`src/hdl/setc_pkg.sv`:
```
`default_nettype none
package setc_pkg;

	// Queue between the decode front and the tile back end
	localparam int unsigned QUEUE_DEPTH = 2;

	// Field positions in the attribute word
	localparam int unsigned ATTR_SMALL_BIT = 11;
	localparam int unsigned ATTR_FLIPX_BIT = 14;
	localparam int unsigned ATTR_FLIPY_BIT = 15;

	localparam logic [7:0] Y_ORIGIN = 8'd240;
	localparam logic [9:0] SCREEN_X_SHIFT = 10'd15;

	// Register map (byte address bit 2 selects the register slot)
	localparam logic REG_PRIORITY_PASS = 1'b0;

	// One decoded sprite waiting for tile expansion
	typedef struct packed {
		logic [15:0] code;
		logic [5:0]  color;
		logic        flip_x;
		logic        flip_y;
		logic [9:0]  base_x;
		logic [7:0]  base_y;
		logic        is_8x8;
	} sprite_t;

endpackage
`default_nettype wire

```
`src/hdl/sprite_entry_to_tile_commands_core.sv`:
```
// The first tile command of an accepted entry passes the queue write, the
// back-end load and the output register before it shows on the result ports.
// Throughput: one tile command per cycle, so an 8x8 sprite yields one command
// and a 16x16 sprite four from the back-end tile counter; an entry outside the
// priority pass yields none. The receiver cannot stall.
// Reset (arst_n low, asynchronous) empties the queue and clears priority_pass.
`default_nettype none
module sprite_entry_to_tile_commands_core
	import setc_pkg::*;
#(
	parameter int unsigned QDEPTH = QUEUE_DEPTH
) (
	input  wire logic        clk,
	input  wire logic        arst_n,
	// command channel
	input  wire logic        start,
	output logic             busy,
	input  wire logic [15:0] attr_y_word,
	input  wire logic [15:0] color_x_word,
	input  wire logic [15:0] code_word,
	// result channel
	output logic             strobe,
	output logic [15:0]      tile_code,
	output logic [5:0]       tile_color,
	output logic             mirror_x,
	output logic             mirror_y,
	output logic signed [9:0] screen_x,
	output logic [8:0]       screen_y,
	output logic             last_tile,
	// configuration port
	input  wire logic        psel,
	input  wire logic        penable,
	input  wire logic        pwrite,
	input  wire logic [2:0]  paddr,
	input  wire logic [31:0] pwdata,
	output logic [31:0]      prdata,
	output logic             pready
);

	logic [1:0] priority_pass_q;
	logic       take;
	logic       push;
	logic       pop;
	logic       empty;
	logic       full;
	sprite_t    front_sprite;
	sprite_t    head;

	// Configuration: zero-wait-state register port, one register
	assign pready = 1'b1;

	always_ff @(posedge clk or negedge arst_n) begin
		if (!arst_n) begin
			priority_pass_q <= '0;
		end else if (psel && penable && pwrite && paddr[2] == REG_PRIORITY_PASS) begin
			priority_pass_q <= pwdata[1:0];
		end
	end

	assign prdata = (paddr[2] == REG_PRIORITY_PASS) ? {30'd0, priority_pass_q} : '0;

	// Hold new commands off only while the queue is full; the back end keeps
	// draining it independently, so a transaction can land every cycle while it is not full.
	assign busy = full;
	assign take = start && !busy;

	// Front: filter by priority pass and pre-compute the sprite's base values
	setc_front u_front (
		.take          (take),
		.attr_y_word   (attr_y_word),
		.color_x_word  (color_x_word),
		.code_word     (code_word),
		.priority_pass (priority_pass_q),
		.push          (push),
		.sprite        (front_sprite)
	);

	// Queue decouples decode from tile expansion
	setc_queue #(
		.DEPTH (QDEPTH)
	) u_queue (
		.clk       (clk),
		.arst_n    (arst_n),
		.push      (push),
		.push_data (front_sprite),
		.pop       (pop),
		.head      (head),
		.empty     (empty),
		.full      (full)
	);

	// Back: walk the quadrants in row-major order, one command per cycle
	setc_back u_back (
		.clk        (clk),
		.arst_n     (arst_n),
		.head       (head),
		.empty      (empty),
		.pop        (pop),
		.strobe     (strobe),
		.tile_code  (tile_code),
		.tile_color (tile_color),
		.mirror_x   (mirror_x),
		.mirror_y   (mirror_y),
		.screen_x   (screen_x),
		.screen_y   (screen_y),
		.last_tile  (last_tile)
	);

endmodule
`default_nettype wire

```
`src/hdl/setc_front.sv`:
```
`default_nettype none
module setc_front
	import setc_pkg::*;
(
	input  wire logic        take,
	input  wire logic [15:0] attr_y_word,
	input  wire logic [15:0] color_x_word,
	input  wire logic [15:0] code_word,
	input  wire logic [1:0]  priority_pass,
	output logic             push,
	output sprite_t          sprite
);

	logic is_8x8;

	assign is_8x8 = attr_y_word[ATTR_SMALL_BIT];

	// Drop entries outside the current priority pass
	assign push = take && (attr_y_word[13:12] == priority_pass);

	always_comb begin
		sprite.is_8x8 = is_8x8;
		sprite.code   = is_8x8 ? code_word : {code_word[15:2], 2'b00};
		sprite.color  = color_x_word[14:9];
		sprite.flip_x = attr_y_word[ATTR_FLIPX_BIT];
		sprite.flip_y = attr_y_word[ATTR_FLIPY_BIT];
		sprite.base_x = {1'b0, color_x_word[8:0]} - SCREEN_X_SHIFT;
		sprite.base_y = Y_ORIGIN - attr_y_word[7:0];
	end

endmodule
`default_nettype wire

```
`src/hdl/setc_queue.sv`:
```
`default_nettype none
module setc_queue
	import setc_pkg::*;
#(
	parameter int unsigned DEPTH = QUEUE_DEPTH
) (
	input  wire logic    clk,
	input  wire logic    arst_n,
	input  wire logic    push,
	input  wire sprite_t push_data,
	input  wire logic    pop,
	output sprite_t      head,
	output logic         empty,
	output logic         full
);

	localparam int unsigned PTR_W = (DEPTH > 1) ? $clog2(DEPTH) : 1;
	localparam int unsigned CNT_W = $clog2(DEPTH + 1);

	sprite_t            mem_q [DEPTH];
	logic [PTR_W-1:0]   wr_ptr_q;
	logic [PTR_W-1:0]   rd_ptr_q;
	logic [CNT_W-1:0]   count_q;
	logic               do_push;
	logic               do_pop;

	assign empty   = (count_q == '0);
	assign full    = (count_q == CNT_W'(DEPTH));
	assign do_push = push && !full;
	assign do_pop  = pop && !empty;
	assign head    = mem_q[rd_ptr_q];

	always_ff @(posedge clk) begin
		if (do_push) begin
			mem_q[wr_ptr_q] <= push_data;
		end
	end

	always_ff @(posedge clk or negedge arst_n) begin
		if (!arst_n) begin
			wr_ptr_q <= '0;
			rd_ptr_q <= '0;
			count_q  <= '0;
		end else begin
			if (do_push) begin
				wr_ptr_q <= (wr_ptr_q == PTR_W'(DEPTH - 1)) ? '0 : wr_ptr_q + 1'b1;
			end
			if (do_pop) begin
				rd_ptr_q <= (rd_ptr_q == PTR_W'(DEPTH - 1)) ? '0 : rd_ptr_q + 1'b1;
			end
			if (do_push && !do_pop) begin
				count_q <= count_q + 1'b1;
			end else if (do_pop && !do_push) begin
				count_q <= count_q - 1'b1;
			end
		end
	end

endmodule
`default_nettype wire

```
`src/hdl/setc_back.sv`:
```
`default_nettype none
module setc_back
	import setc_pkg::*;
(
	input  wire logic        clk,
	input  wire logic        arst_n,
	input  wire sprite_t     head,
	input  wire logic        empty,
	output logic             pop,
	output logic             strobe,
	output logic [15:0]      tile_code,
	output logic [5:0]       tile_color,
	output logic             mirror_x,
	output logic             mirror_y,
	output logic signed [9:0] screen_x,
	output logic [8:0]       screen_y,
	output logic             last_tile
);

	sprite_t     cur_q;
	logic        active_q;
	logic [1:0]  idx_q;      // bit 1 row, bit 0 column
	logic        col, row, ecol, erow;
	logic        last_now;
	logic        advance;

	assign col  = idx_q[0];
	assign row  = idx_q[1];
	// Mirror the quadrant selection; an 8x8 sprite has no offset
	assign ecol = !cur_q.is_8x8 && (col ^ cur_q.flip_x);
	assign erow = !cur_q.is_8x8 && (row ^ cur_q.flip_y);

	assign last_now = active_q && (cur_q.is_8x8 || idx_q == 2'd3);
	assign advance  = !active_q || last_now;
	assign pop      = advance && !empty;

	always_ff @(posedge clk or negedge arst_n) begin
		if (!arst_n) begin
			active_q <= 1'b0;
			idx_q    <= '0;
			strobe   <= 1'b0;
		end else begin
			strobe <= active_q;
			if (advance) begin
				active_q <= !empty;
				idx_q    <= '0;
			end else begin
				idx_q <= idx_q + 1'b1;
			end
		end
	end

	always_ff @(posedge clk) begin
		if (pop) begin
			cur_q <= head;
		end
		tile_code  <= cur_q.code + {14'd0, ecol, erow};
		tile_color <= cur_q.color;
		mirror_x   <= cur_q.flip_x;
		mirror_y   <= cur_q.flip_y;
		screen_x   <= cur_q.base_x + {6'd0, col, 3'd0};
		screen_y   <= {1'b0, cur_q.base_y} + {5'd0, row, 3'd0};
		last_tile  <= cur_q.is_8x8 || idx_q == 2'd3;
	end

endmodule
`default_nettype wire
```
`config.mk`:
```
export PLATFORM = sky130hd
export DESIGN_NAME = sprite_entry_to_tile_commands_core
export DESIGN_NICKNAME = d
export VERILOG_FILES = /design/src/hdl/setc_pkg.sv /design/src/hdl/sprite_entry_to_tile_commands_core.sv /design/src/hdl/setc_front.sv /design/src/hdl/setc_queue.sv /design/src/hdl/setc_back.sv
export SDC_FILE = /design/constraint.sdc
export NUM_CORES = 1
export LEC_CHECK = 0
export BUFFER_PORTS_ARGS = -buffer_cell sky130_fd_sc_hd__buf_2
export CAP_MARGIN = 5
export CORE_MARGIN = 1.5
export CORE_UTILIZATION = 59
export CTS_BUF_LIST = sky130_fd_sc_hd__clkbuf_8
export CTS_CLUSTER_SIZE = 12
export DETAILED_ROUTE_END_ITERATION = 7
export PLACE_DENSITY = 0.87
export REMOVE_ABC_BUFFERS = 1
export SYNTH_ARGS = -nofsm -noshare
export SYNTH_HDL_FRONTEND = slang
export SYNTH_SLANG_ARGS = --single-unit
```
`constraint.sdc`:
```
create_clock -name clk -period 7.4 [get_ports clk]
set_clock_uncertainty 0.05 [all_clocks]
set_input_delay 1.11 -clock clk [delete_from_list [all_inputs] [get_ports clk]]
set_output_delay 1.11 -clock clk [all_outputs]
set_load 0.02 [all_outputs]
```
# == Yosys cells after proc, flatten, opt, wreduce, memory -nomap -nowiden ==
# Memory sizes are Yosys's and may differ from the RTL's. A register that Yosys moved wholly into a read port is not among the register bits.
# Index checks and enable logic that the tools add are counted.
# word_totals
regBits,54
latch_bits,0
mem_bits_rw,86
romBits,0
in_bits,89
out_inout_bits,79
mem_count,1
# op_classes
addsub,10
multipliers,0
div_mod_pow,0
n_lt_le_gt_ge,0
n_eq_ne,3
shift,0
mux,9
n_bitwise,3
reduce_logical,23
# memory_table
name,words,width,read_ports,rd_clocked_by_memory_dff,write_ports,line_no,source
u_queue.mem_q,2,43,1,1,1,setc_queue.sv:20,sprite_t mem_q [DEPTH];
# ops
op,count
$add A16 B2 Y16,1
$logic_and A1 B1 Y1,13
$add A10 B4 Y10,1
$mux W2,5
$sub A9 B4 Y10 const B,1
$add A8 B4 Y9,1
$sub A8 B8 Y8 const A,1
$logic_not A1 Y1,6
$add A2 B1 Y2 const B,2
$eq A2 B2 Y1 const B,2
$mux W1,4
$add A1 B1 Y1 const B,2
$eq A2 B2 Y1,1
$logic_not A2 Y1,1
$logic_or A1 B1 Y1,2
$reduce_bool A2 Y1,1
$sub A2 B1 Y2 const B,1
$xor A1 B1 Y1,2
$not A1 Y1,1

# == Depth between registers and ports, before layout ==
# Gate-level depths: netlist (run 1).
# depth
word_depth,9
ltp_mapped,9
depth_no_buf,9

# == Cells and area by module ==
# From an unflattened synthesis (run 1), not the netlist that was laid out.
# hier_totals
cells_unflattened,429
area_unflattened_um2,7159.4
# modules_own_cells
mod,n_inst,cells_per_inst,area_per_inst_um2
setc_queue,1,153,3500.9
setc_back,1,170,2832.7
setc_front,1,65,457.9
sprite_entry_to_tile_commands_core,1,41,367.9

# == Worst setup path before layout (run 1) ==
# Ideal clock, no wire load.
# synth_path
path_kind,input-to-reg
from,input attr_y_word[12]
to,memory u_queue.mem_q[0][0] in the netlist's numbering (enable)
setup_ps,444
arrival_time_ps,3237
setup_slack_ps,3669
stages,3
n_path_buf,0
path_cell_list,xnor2_1 -> nand4b_1 -> nor2_1
# synth_via
elab_chain_len,5
# synth_lines
item,line_no,source
from (decl),sprite_entry_to_tile_commands_core.sv:18,"input wire logic [15:0] attr_y_word,"
$eq A2 B2 Y1,setc_front.sv:19,assign push = take && (attr_y_word[13:12] == priority_pass);
$logic_and A1 B1 Y1,setc_front.sv:19,
$logic_and A1 B1 Y1,setc_queue.sv:29,assign do_push = push && !full;
$mux W1,setc_queue.sv:34,if (do_push) begin
$mux W1 (not written as such),setc_queue.sv:35,mem_q[wr_ptr_q] <= push_data;
to (decl),setc_queue.sv:20,
# Every way passes these cells.

# == Worst setup path after layout (run 1) ==
# layout_path
from,input attr_y_word[12]
to,memory u_queue.mem_q[1][21] in the netlist's numbering (enable)
# layout_via
elab_chain_len,5
# layout_lines
item,line_no,source
$eq A2 B2 Y1,setc_front.sv:19,
$logic_and A1 B1 Y1,setc_front.sv:19,
$logic_and A1 B1 Y1,setc_queue.sv:29,
via u_queue.do_push,setc_queue.sv:24,logic do_push;
$mux W1,setc_queue.sv:34,
$mux W1 (not written as such),setc_queue.sv:35,
# The timed path passes the listed nets, and every way through them passes these cells.

==> results of run 1 <==
-- report_power, final --
group	internal, mW	switching, mW	leakage [nW]
combinational	0.318	0.475	1.11
sequential	1.50	0.202	1.68
clock	0.457	0.316	0.254
total	2.28	0.993	3.05
-- worst register-to-register path, cell delays in order, from the launching register on --
cell	delay [ns]
dfrtp_1	0.43
nor2b_1	0.16
nand4b_1	0.30
inv_1	0.14
and2_2	0.87
-- flip-flops by register name, indices dropped and copies added (netlist names) --
signal / count
priority_pass_q: 2
u_back.active_q: 1
u_back.cur_q: 43
u_back.idx_q: 2
u_back.last_tile: 1
u_back.mirror_x: 1
u_back.mirror_y: 1
u_back.screen_x: 10
u_back.screen_y: 9
u_back.strobe: 1
u_back.tile_code: 16
u_back.tile_color: 6
u_queue.count_q: 2
u_queue.mem_q: 86
u_queue.rd_ptr_q: 1
u_queue.wr_ptr_q: 1
-- area by class of cell --
class / instances / area [sq um] / share of cell area
clock buffer: 20 / 275 / 0.0355
clock inverter: 12 / 205 / 0.0264
inverter: 11 / 41.3 / 0.00532
multi-input combinational: 200 / 1550 / 0.200
sequential: 183 / 5010 / 0.645
tap: 140 / 175 / 0.0226
timing repair buffer: 101 / 508 / 0.0655
-- metrics by stage --
step	instance area, sq um	util	setup slack, ns
floorplan	6590	-	3.67
global placement	7280	0.663	4.36
detailed placement	7280	0.663	4.27
CTS	7760	0.707	4.73
global route	7760	0.707	4.65
finish	7760	0.707	4.76
-- synthesized netlist by cell type --
cell type    n  area [sq um]
ha_1        10           125
xor2_1      16           140
nand2_1     11          41.3
nor3_1       3          15.0
nor2_1      13          48.8
dfrtp_1     10           250
nand2b_1     2          12.5
dfxtp_1     44           881
and4_1       1          8.76
mux2_2      45           507
nor4_4       1          21.3
nor2b_1      4          25.0
nor3b_1      1          7.51
nand4_1      3          18.8
fa_1         1          20.0
and4_2       1          10.0
edfxtp_1   129          3870
nand3b_1     1          7.51
buf_2        5          25.0
a21o_1       1          7.51
nand4_2      1          12.5
nand3_2      1          10.0
o21ai_0      1          5.00
inv_1       11          41.3
buf_4       31           233
xnor2_1     28           245
and2_1       3          18.8
and3_1       3          18.8
nand4b_1     2          17.5
nand3_1     16          80.1
conb_1       2          7.51
-- path summary, 6_finish.rpt --
| check | end | cells after the start |
|---|---|---|
| max | u_queue.mem_q[1][21] | 5 |
| min | u_back.screen_x[0] | 0 |
| max reg2reg | u_queue.mem_q[1][21] | 4 |
| min reg2reg | u_back.screen_x[0] | 0 |
| max in group asynchronous | u_queue.rd_ptr_q | 1 |
| min in group asynchronous | u_back.idx_q[0] | 1 |
-- metal layers --
metal	track usage	routed length, um	share of wire	vias up
li1	-	-	-	1597
met1	0.188	3810	0.38	1591
met2	0.322	5370	0.54	117
met3	0.0581	523	0.052	23
met4	0.0928	285	0.029	0
met5	0	0	0	-
-- cells by family (layout without fill, tap and decap cells) --
| kind of cell | count (synthesis) | after routing | synth area share |
|---|---|---|---|
| flops | 183 | 183 | 0.743 |
| simple gates | 67 | 67 | 0.0555 |
| buf+inv | 47 | 144 | 0.0444 |
| mux | 45 | 45 | 0.0752 |
| xor+xnor | 44 | 44 | 0.0572 |
| fa+ha+maj | 11 | 11 | 0.0215 |
| other cells | 2 | 31 | 0.00112 |
| compound gates | 2 | 2 | 0.00186 |
==> impl_metrics.env, run 1 <==
export IMPL_cp_end_kind="flop"
export IMPL_reg2reg_slack_ns=5.05
export IMPL_cts_tree="done"
export IMPL_arrival_ns=2.65
export IMPL_holdCritStartpoint="u_back.cur_q[9]"
export IMPL_p_total_mw=3.27
export IMPL_io_buffers=100
export IMPL_hold_class="reg2reg"
export IMPL_grt_max_degree=45
export IMPL_dieArea_sq_um=12100
export IMPL_powerDensity_nw_per_um2=421
export IMPL_vias_per_cell=4.99
export IMPL_critical_path_top_delay_family="simple AND/OR/NAND/NOR gates"
export IMPL_cp_start_kind="input port"
export IMPL_postSynthAreaPerCell_sq_um=16.8
export IMPL_clkSinkCount=183
export IMPL_worstPathCellList="buf_2 -> xnor2_1 -> nand4b_1 -> inv_1 -> and2_2"
export IMPL_htreeDepth=4
export IMPL_initial_utilization=0.613
export IMPL_grtUsageTotal=0.180
export IMPL_num_antenna_cells=0
export IMPL_clock_latency_ns=0.44
export IMPL_cp_max_fo=43
export IMPL_power_leakage_nw=3.05
export IMPL_cp_startpoint="attr_y_word[12]"
export IMPL_max_freq_mhz=379
export IMPL_ant_nets=0
export IMPL_netlist_area_sq_um=6740
export IMPL_slowest_delay_ns=0.87
export IMPL_numCtsBuffers=17
export IMPL_slew_headroom=0.288
export IMPL_cts_clk_slew_worst_paths_ns=0.08
export IMPL_ir_worst_vdd_mv=0.252
export IMPL_die_h_um=110
export IMPL_rr_startpoint="u_queue.count_q[1]"
export IMPL_place_detailed_hpwl_um=6480
export IMPL_holdWs_ns=0.298
export IMPL_cts_root_buf="clkbuf_8"
export IMPL_period_share=0.357
export IMPL_grt_pass1_wl_um=15500
export IMPL_grt_overflow=0
export IMPL_path_buf_inv=2
export IMPL_vias=3328
export IMPL_final_setup_viol_count=0
export IMPL_hold_violations=0
export IMPL_maxCapViolCount=0
export IMPL_required_ns=7.41
export IMPL_yosys_warnings=0
export IMPL_fin_crit_ns=2.64
export IMPL_fin_nets=614
export IMPL_drc=0
export IMPL_seq_area_frac_synth=0.743
export IMPL_gp_congestion=0.754
export IMPL_rsz0062_at_grt="false"
export IMPL_grt_pass1_vias=3311
export IMPL_area_growth_pct=15.2
export IMPL_layout_commonest_cell="edfxtp_1"
export IMPL_final_cells=667
export IMPL_wirelength_um=9990
export IMPL_path_class="in2reg"
export IMPL_firstDrtPassIters=6
export IMPL_core_area_sq_um=11000
export IMPL_die_x_um=110
export IMPL_ctsHoldBuffers=0
export IMPL_routedWlPerCell_um=15.0
export IMPL_fillers=697
export IMPL_synth_cell_type_count=31
export IMPL_ctsResizeCount=0
export IMPL_drive_above_1_share=0.345
export IMPL_cts_setup_buffers=0
export IMPL_first_iter_violations=125
export IMPL_final_cell_mix="edfxtp_1, buf_2, mux2_2"
export IMPL_fin_tns_setup_ns=0
export IMPL_cts_path_max_buffers=2
export IMPL_ys_seq_elements=183
export IMPL_cp_slowest_cell="and2_2"
export IMPL_synth_cells=401
export IMPL_worstMarginPinSlew_ns=1.07
export IMPL_status="complete, no violations"
export IMPL_fp_row_count=38
export IMPL_report_final_slew_viol_count=0
export IMPL_pin_count=168
export IMPL_antenna_found_initial=0
export IMPL_placed_cells=635
Power figures use the tool's default switching activity.
==> inputs of run 2 (changes only) <==
CORE_UTILIZATION = 50   (was 59)
PLACE_DENSITY = 0.79   (was 0.87)
clock period = 2.2 ns   (was 7.4 ns; I/O delays follow)
==> run 2 against run 1 <==
Effect of this change: non-clock buffer count increased by 27; power grew to 3.3 times the previous value; count of clock-buffer cells in the layout down 1; die area grew 17%; highest routed layer unchanged; register-to-register slack got worse by 5.0 ns; critical endpoint is now u_back.tile_code[14]; final cell count is 9.4% higher.
==> impl_metrics.env, run 2 (synthesized netlist as in run 1, its figures left out) <==
export IMPL_status="complete, no violations"
export IMPL_worstHoldPathCells=1
export IMPL_p_comb_frac=0.279
export IMPL_cts_path_max_buffers=2
export IMPL_p_sw_mw=3.40
export IMPL_final_cell_mix="edfxtp_1, buf_2, mux2_2"
export IMPL_p_int_mw=7.45
export IMPL_clkSinkCount=183
export IMPL_r2r_end="u_back.tile_code[14]"
export IMPL_cp_max_fo=3
export IMPL_maxCapViolCount=0
export IMPL_required_ns=2.49
export IMPL_numCtsBuffers=17
export IMPL_power_leakage_nw=3.15
export IMPL_p_total_mw=10.8
export IMPL_fin_crit_ns=2.11
export IMPL_ir_worst_vdd_mv=0.592
export IMPL_placed_cells=676
export IMPL_vias_per_cell=4.67
export IMPL_rr_startpoint="u_back.cur_q[19]"
export IMPL_cp_start_kind="flop"
export IMPL_cp_end_kind="flop"
export IMPL_initial_utilization=0.511
export IMPL_rr_worst_depth=9
export IMPL_powerDensity_nw_per_um2=1350
export IMPL_wirelength_um=10200
export IMPL_grtUsageTotal=0.156
export IMPL_cp_startpoint="u_back.cur_q[19]"
export IMPL_cts_root_buf="clkbuf_8"
export IMPL_pin_count=168
export IMPL_pwr_share_clk=0.211
export IMPL_vias=3406
export IMPL_place_detailed_hpwl_um=6540
export IMPL_gp_congestion=0.723
export IMPL_holdCritStartpoint="code_word[5]"
export IMPL_final_seq_area_sq_um=5010
export IMPL_hold_violations=0
export IMPL_final_cells=730
export IMPL_hold_class="in2reg"
export IMPL_multiInputGateArea_sq_um=1560
export IMPL_firstDrtPassIters=4
export IMPL_top_regs="u_queue.mem_q x86, u_back.cur_q x43, u_back.tile_code x16"
export IMPL_grt_pass1_vias=3427
export IMPL_grt_max_degree=45
export IMPL_report_final_slew_viol_count=0
export IMPL_routedWlPerCell_um=14.0
export IMPL_core_area_sq_um=13200
export IMPL_seq_power_share=0.510
export IMPL_fp_row_count=42
export IMPL_dieArea_sq_um=14200
export IMPL_die_h_um=119
export IMPL_area_growth_pct=19.6
export IMPL_period_share=0.958
export IMPL_io_buffers=100
export IMPL_cts_clk_slew_worst_paths_ns=0.09
export IMPL_htreeDepth=4
export IMPL_antenna_found_initial=0
export IMPL_largest_reg_flops=86
export IMPL_first_iter_violations=145
export IMPL_place_ws_ns=0.0834
export IMPL_switching_share=0.313
export IMPL_die_x_um=119
export IMPL_clock_latency_ns=0.45
export IMPL_ant_nets=0
export IMPL_grt_overflow=0
export IMPL_regMostFlops="u_queue.mem_q"
export IMPL_drc=0
export IMPL_rsz0062_at_grt="true"
export IMPL_path_class="reg2reg"
export IMPL_holdPathEnd="u_queue.mem_q[0][32]"
export IMPL_layout_commonest_cell="edfxtp_1"
export IMPL_max_freq_mhz=475
export IMPL_drive_above_1_share=0.348
export IMPL_fin_nets=641
export IMPL_reg2reg_slack_ns=0.09
export IMPL_fillers=981
export IMPL_worst_slack_ns=0.0928
export IMPL_cts_tree="done"
export IMPL_grt_pass1_wl_um=16700
export IMPL_num_antenna_cells=0
export IMPL_arrival_ns=2.40
export IMPL_final_setup_viol_count=0
-- run 2: cell count changes in the layout (fill, tap and decap cells not counted), sizes merged --
cell / delta
buf: +6
clkinvlp: +1
bufinv: -3
dlygate4sd3: +21
clkinv: +3
clkbuf: -1
-- run 2: worst max-delay path, cell delays in order, from the launching register on --
cell,delay [ns]
edfxtp_1,0.42
xnor2_1,0.15
nor2_1,0.09
ha_1,0.16
inv_1,0.06
fa_2,0.35
nand2b_4,0.16
nor4_4,0.31
nand3_1,0.13
xnor2_1,0.13
-- run 2: per-layer routing --
layer  GRT usage  part of all wire  wire length [um]
met1       0.185              0.43              4360
met2       0.262              0.51              5170
met3      0.0426             0.041               415
met4      0.0806             0.024               248
met5           0                 0                 0
-- run 2: timing repair --
action,4_1_cts,5_1_grt
setup buffers,0,1
endpoints found under the setup margin,0,2
resized for setup,0,3
hold endpoints to repair,50,0
hold buffers,21,0
-- run 2: metrics by stage --
| step | cell area [sq um] | utilization | hold WS (ns) | TNS (ns) |
|---|---|---|---|---|
| after floorplan | 6590 | - | -0.0156 | -52.63 |
| after global placement | 7410 | 0.562 | 0.146 | 0 |
| after detailed placement | 7410 | 0.562 | 0.151 | 0 |
| after CTS | 8040 | 0.609 | 0.00510 | 0 |
| after global routing | 8060 | 0.611 | 0.00324 | -0.151 |
| final | 8060 | 0.611 | 0.0444 | 0 |
-- run 2: how the worst max path moves through the flow --
stage,to,slack [ns],depth (start not counted)
final,u_back.tile_code[14],0.09,9
after global routing,u_back.tile_code[14],-0.06,9
after CTS,u_back.tile_code[14],0.07,9
after detailed placement,u_back.tile_code[14],0.08,9
after global placement,u_back.tile_code[14],0.12,9
after floorplan,u_queue.mem_q[0][0],-0.98,3
-- run 2: final cells by class --
class,instances,area share
multi-input combinational,200,0.194
sequential,183,0.621
clock buffer,19,0.0325
clock inverter,13,0.0191
tap,176,0.0273
timing repair buffer,128,0.101
inverter,11,0.00513
-- run 2: power groups by stage --
stage / logic, mW / registers, mW / clock network, mW
5_1_grt: 3.30 / 5.65 / 2.49
6_report: 3.03 / 5.53 / 2.29
4_1_cts: 3.06 / 5.52 / 2.36
3_5_place_dp: 3.01 / 5.59 / 0
2_1_floorplan: 1.34 / 6.17 / 0
3_3_place_gp: 2.94 / 5.54 / 0
==> inputs of run 3 (changes only) <==
CORE_ASPECT_RATIO = 1.1   (was default)
==> run 3 against run 2 <==
Effect of this change: register-to-register slack lost 0.02 ns; clock power about the same; non-clock buffer count is 3 higher; first-iteration DRC count is 21% lower; power is 0.16% higher; utilization up 0.17 points; sequential cell count did not move; worst setup slack worse by 0.023 ns; count of clock-buffer cells in the layout shrank 1; critical endpoint is now u_back.tile_code[12]; via count grew 1.2%; combinational power increased by 2%; cell area about the same.
==> impl_metrics.env, run 3 (synthesized netlist as in run 1, its figures left out) <==
export IMPL_status="complete, no violations"
export IMPL_worstPathCellList="xnor2_1 -> nor2_1 -> ha_2 -> inv_2 -> fa_2 -> nand2b_4 -> nor4_4 -> nand3_1 -> xnor2_1"
export IMPL_vias=3447
export IMPL_maxCapViolCount=0
export IMPL_initial_utilization=0.512
export IMPL_top_regs="u_queue.mem_q x86, u_back.cur_q x43, u_back.tile_code x16"
export IMPL_grt_pass1_wl_um=16700
export IMPL_p_total_mw=10.9
export IMPL_dieArea_sq_um=14200
export IMPL_layout_commonest_cell="edfxtp_1"
export IMPL_cts_path_max_buffers=2
export IMPL_die_x_um=114
export IMPL_power_leakage_nw=3.15
export IMPL_io_buffers=100
export IMPL_dpl_cell_area_sq_um=7390
export IMPL_routedWlPerCell_um=14.8
export IMPL_clock_latency_ns=0.46
export IMPL_path_class="reg2reg"
export IMPL_final_setup_viol_count=0
export IMPL_finish_instance_area_sq_um=8060
export IMPL_grt_pass1_vias=3520
export IMPL_wirelength_um=10600
export IMPL_hold_class="in2reg"
export IMPL_grtUsageTotal=0.158
export IMPL_place_detailed_hpwl_um=6940
export IMPL_drc=0
export IMPL_ant_nets=0
export IMPL_regMostFlops="u_queue.mem_q"
export IMPL_required_ns=2.51
export IMPL_fin_crit_ns=2.13
export IMPL_firstDrtPassIters=4
export IMPL_largest_reg_flops=86
export IMPL_final_cells=718
export IMPL_vias_per_cell=4.80
export IMPL_hold_violations=0
export IMPL_arrival_ns=2.44
export IMPL_report_final_slew_viol_count=0
export IMPL_ir_worst_vdd_mv=0.583
export IMPL_rsz0062_at_grt="true"
export IMPL_fp_row_count=44
export IMPL_grt_max_degree=45
export IMPL_gp_congestion=0.749
export IMPL_antenna_found_initial=0
export IMPL_cts_root_buf="clkbuf_8"
export IMPL_fin_nets=644
export IMPL_placed_cells=661
export IMPL_cts_tree="done"
export IMPL_drive_above_1_share=0.348
export IMPL_cp_end_kind="flop"
export IMPL_cpMostUsedCell="xnor2_1"
export IMPL_powerDensity_nw_per_um2=1350
export IMPL_num_antenna_cells=0
export IMPL_critical_path_top_delay_family="simple AND/OR/NAND/NOR gates"
export IMPL_slowest_delay_ns=0.42
export IMPL_grt_overflow=0
export IMPL_cts_clk_slew_worst_paths_ns=0.09
export IMPL_area_growth_pct=19.6
export IMPL_pin_count=168
export IMPL_period_share=0.968
export IMPL_die_h_um=125
export IMPL_path_buf_inv=1
export IMPL_holdWs_ns=0.0487
export IMPL_final_cell_mix="edfxtp_1, buf_2, mux2_2"
export IMPL_reg2reg_slack_ns=0.07
export IMPL_htreeDepth=4
export IMPL_cp_start_kind="flop"
export IMPL_numCtsBuffers=17
export IMPL_fin_tns_setup_ns=0
export IMPL_cp_slowest_cell="edfxtp_1"
export IMPL_clkSinkCount=183
export IMPL_first_iter_violations=115
export IMPL_cp_max_fo=3
export IMPL_core_area_sq_um=13200
export IMPL_max_freq_mhz=469
-- run 3: power breakdown --
group | internal (mW) | total [mW] | switching (mW)
Combinational | 1.25 | 3.08 | 1.82
Sequential | 5.03 | 5.52 | 0.493
Clock | 1.14 | 2.26 | 1.12
-- run 3: layout make-up --
cell class | instances | area, sq um
clock buffers | 18 | 248
clock inverters | 14 | 159
fillers | 992 | 5100
inverters | 11 | 41.3
multi-input cells | 200 | 1560
flip-flops and latches | 183 | 5010
well taps | 161 | 201
repair buffers | 131 | 841
-- run 3: worst paths after layout --
| path | startpoint | to | depth (start not counted) |
|---|---|---|---|
| setup / recovery | u_back.cur_q[19] | u_back.tile_code[12] | 9 |
| min in group asynchronous | arst_n | u_back.idx_q[1] | 2 |
| hold reg to reg | u_back.cur_q[26] | u_back.tile_color[5] | 0 |
| max in group asynchronous | arst_n | u_queue.rd_ptr_q | 2 |
| setup reg to reg | u_back.cur_q[19] | u_back.tile_code[12] | 9 |
| hold / removal | attr_y_word[0] | u_queue.mem_q[1][1] | 1 |
-- run 3: what timing repair did --
action                                  CTS  global route
endpoints found under the hold margin    54             0
gates resized for setup                   0             4
endpoints found under the setup margin    0             3
buffers inserted                          0             2
hold buffers                             23             0
-- run 3: per-layer routing --
layer  GRT usage  routed length [um]  up-vias
met5           0                   0        -
met4      0.0904                 309        0
met3      0.0496                 429       29
met2       0.274                5570       96
met1       0.168                4280     1664
li1            -                   -     1658
-- run 3: stage by stage --
stage                     utilization  worst slack [ns]
after detailed placement        0.562            0.0501
after CTS                       0.610            0.0279
final                           0.612            0.0697
after floorplan                     -            -0.983
after global placement          0.562            0.0898
after global routing            0.612           -0.0661
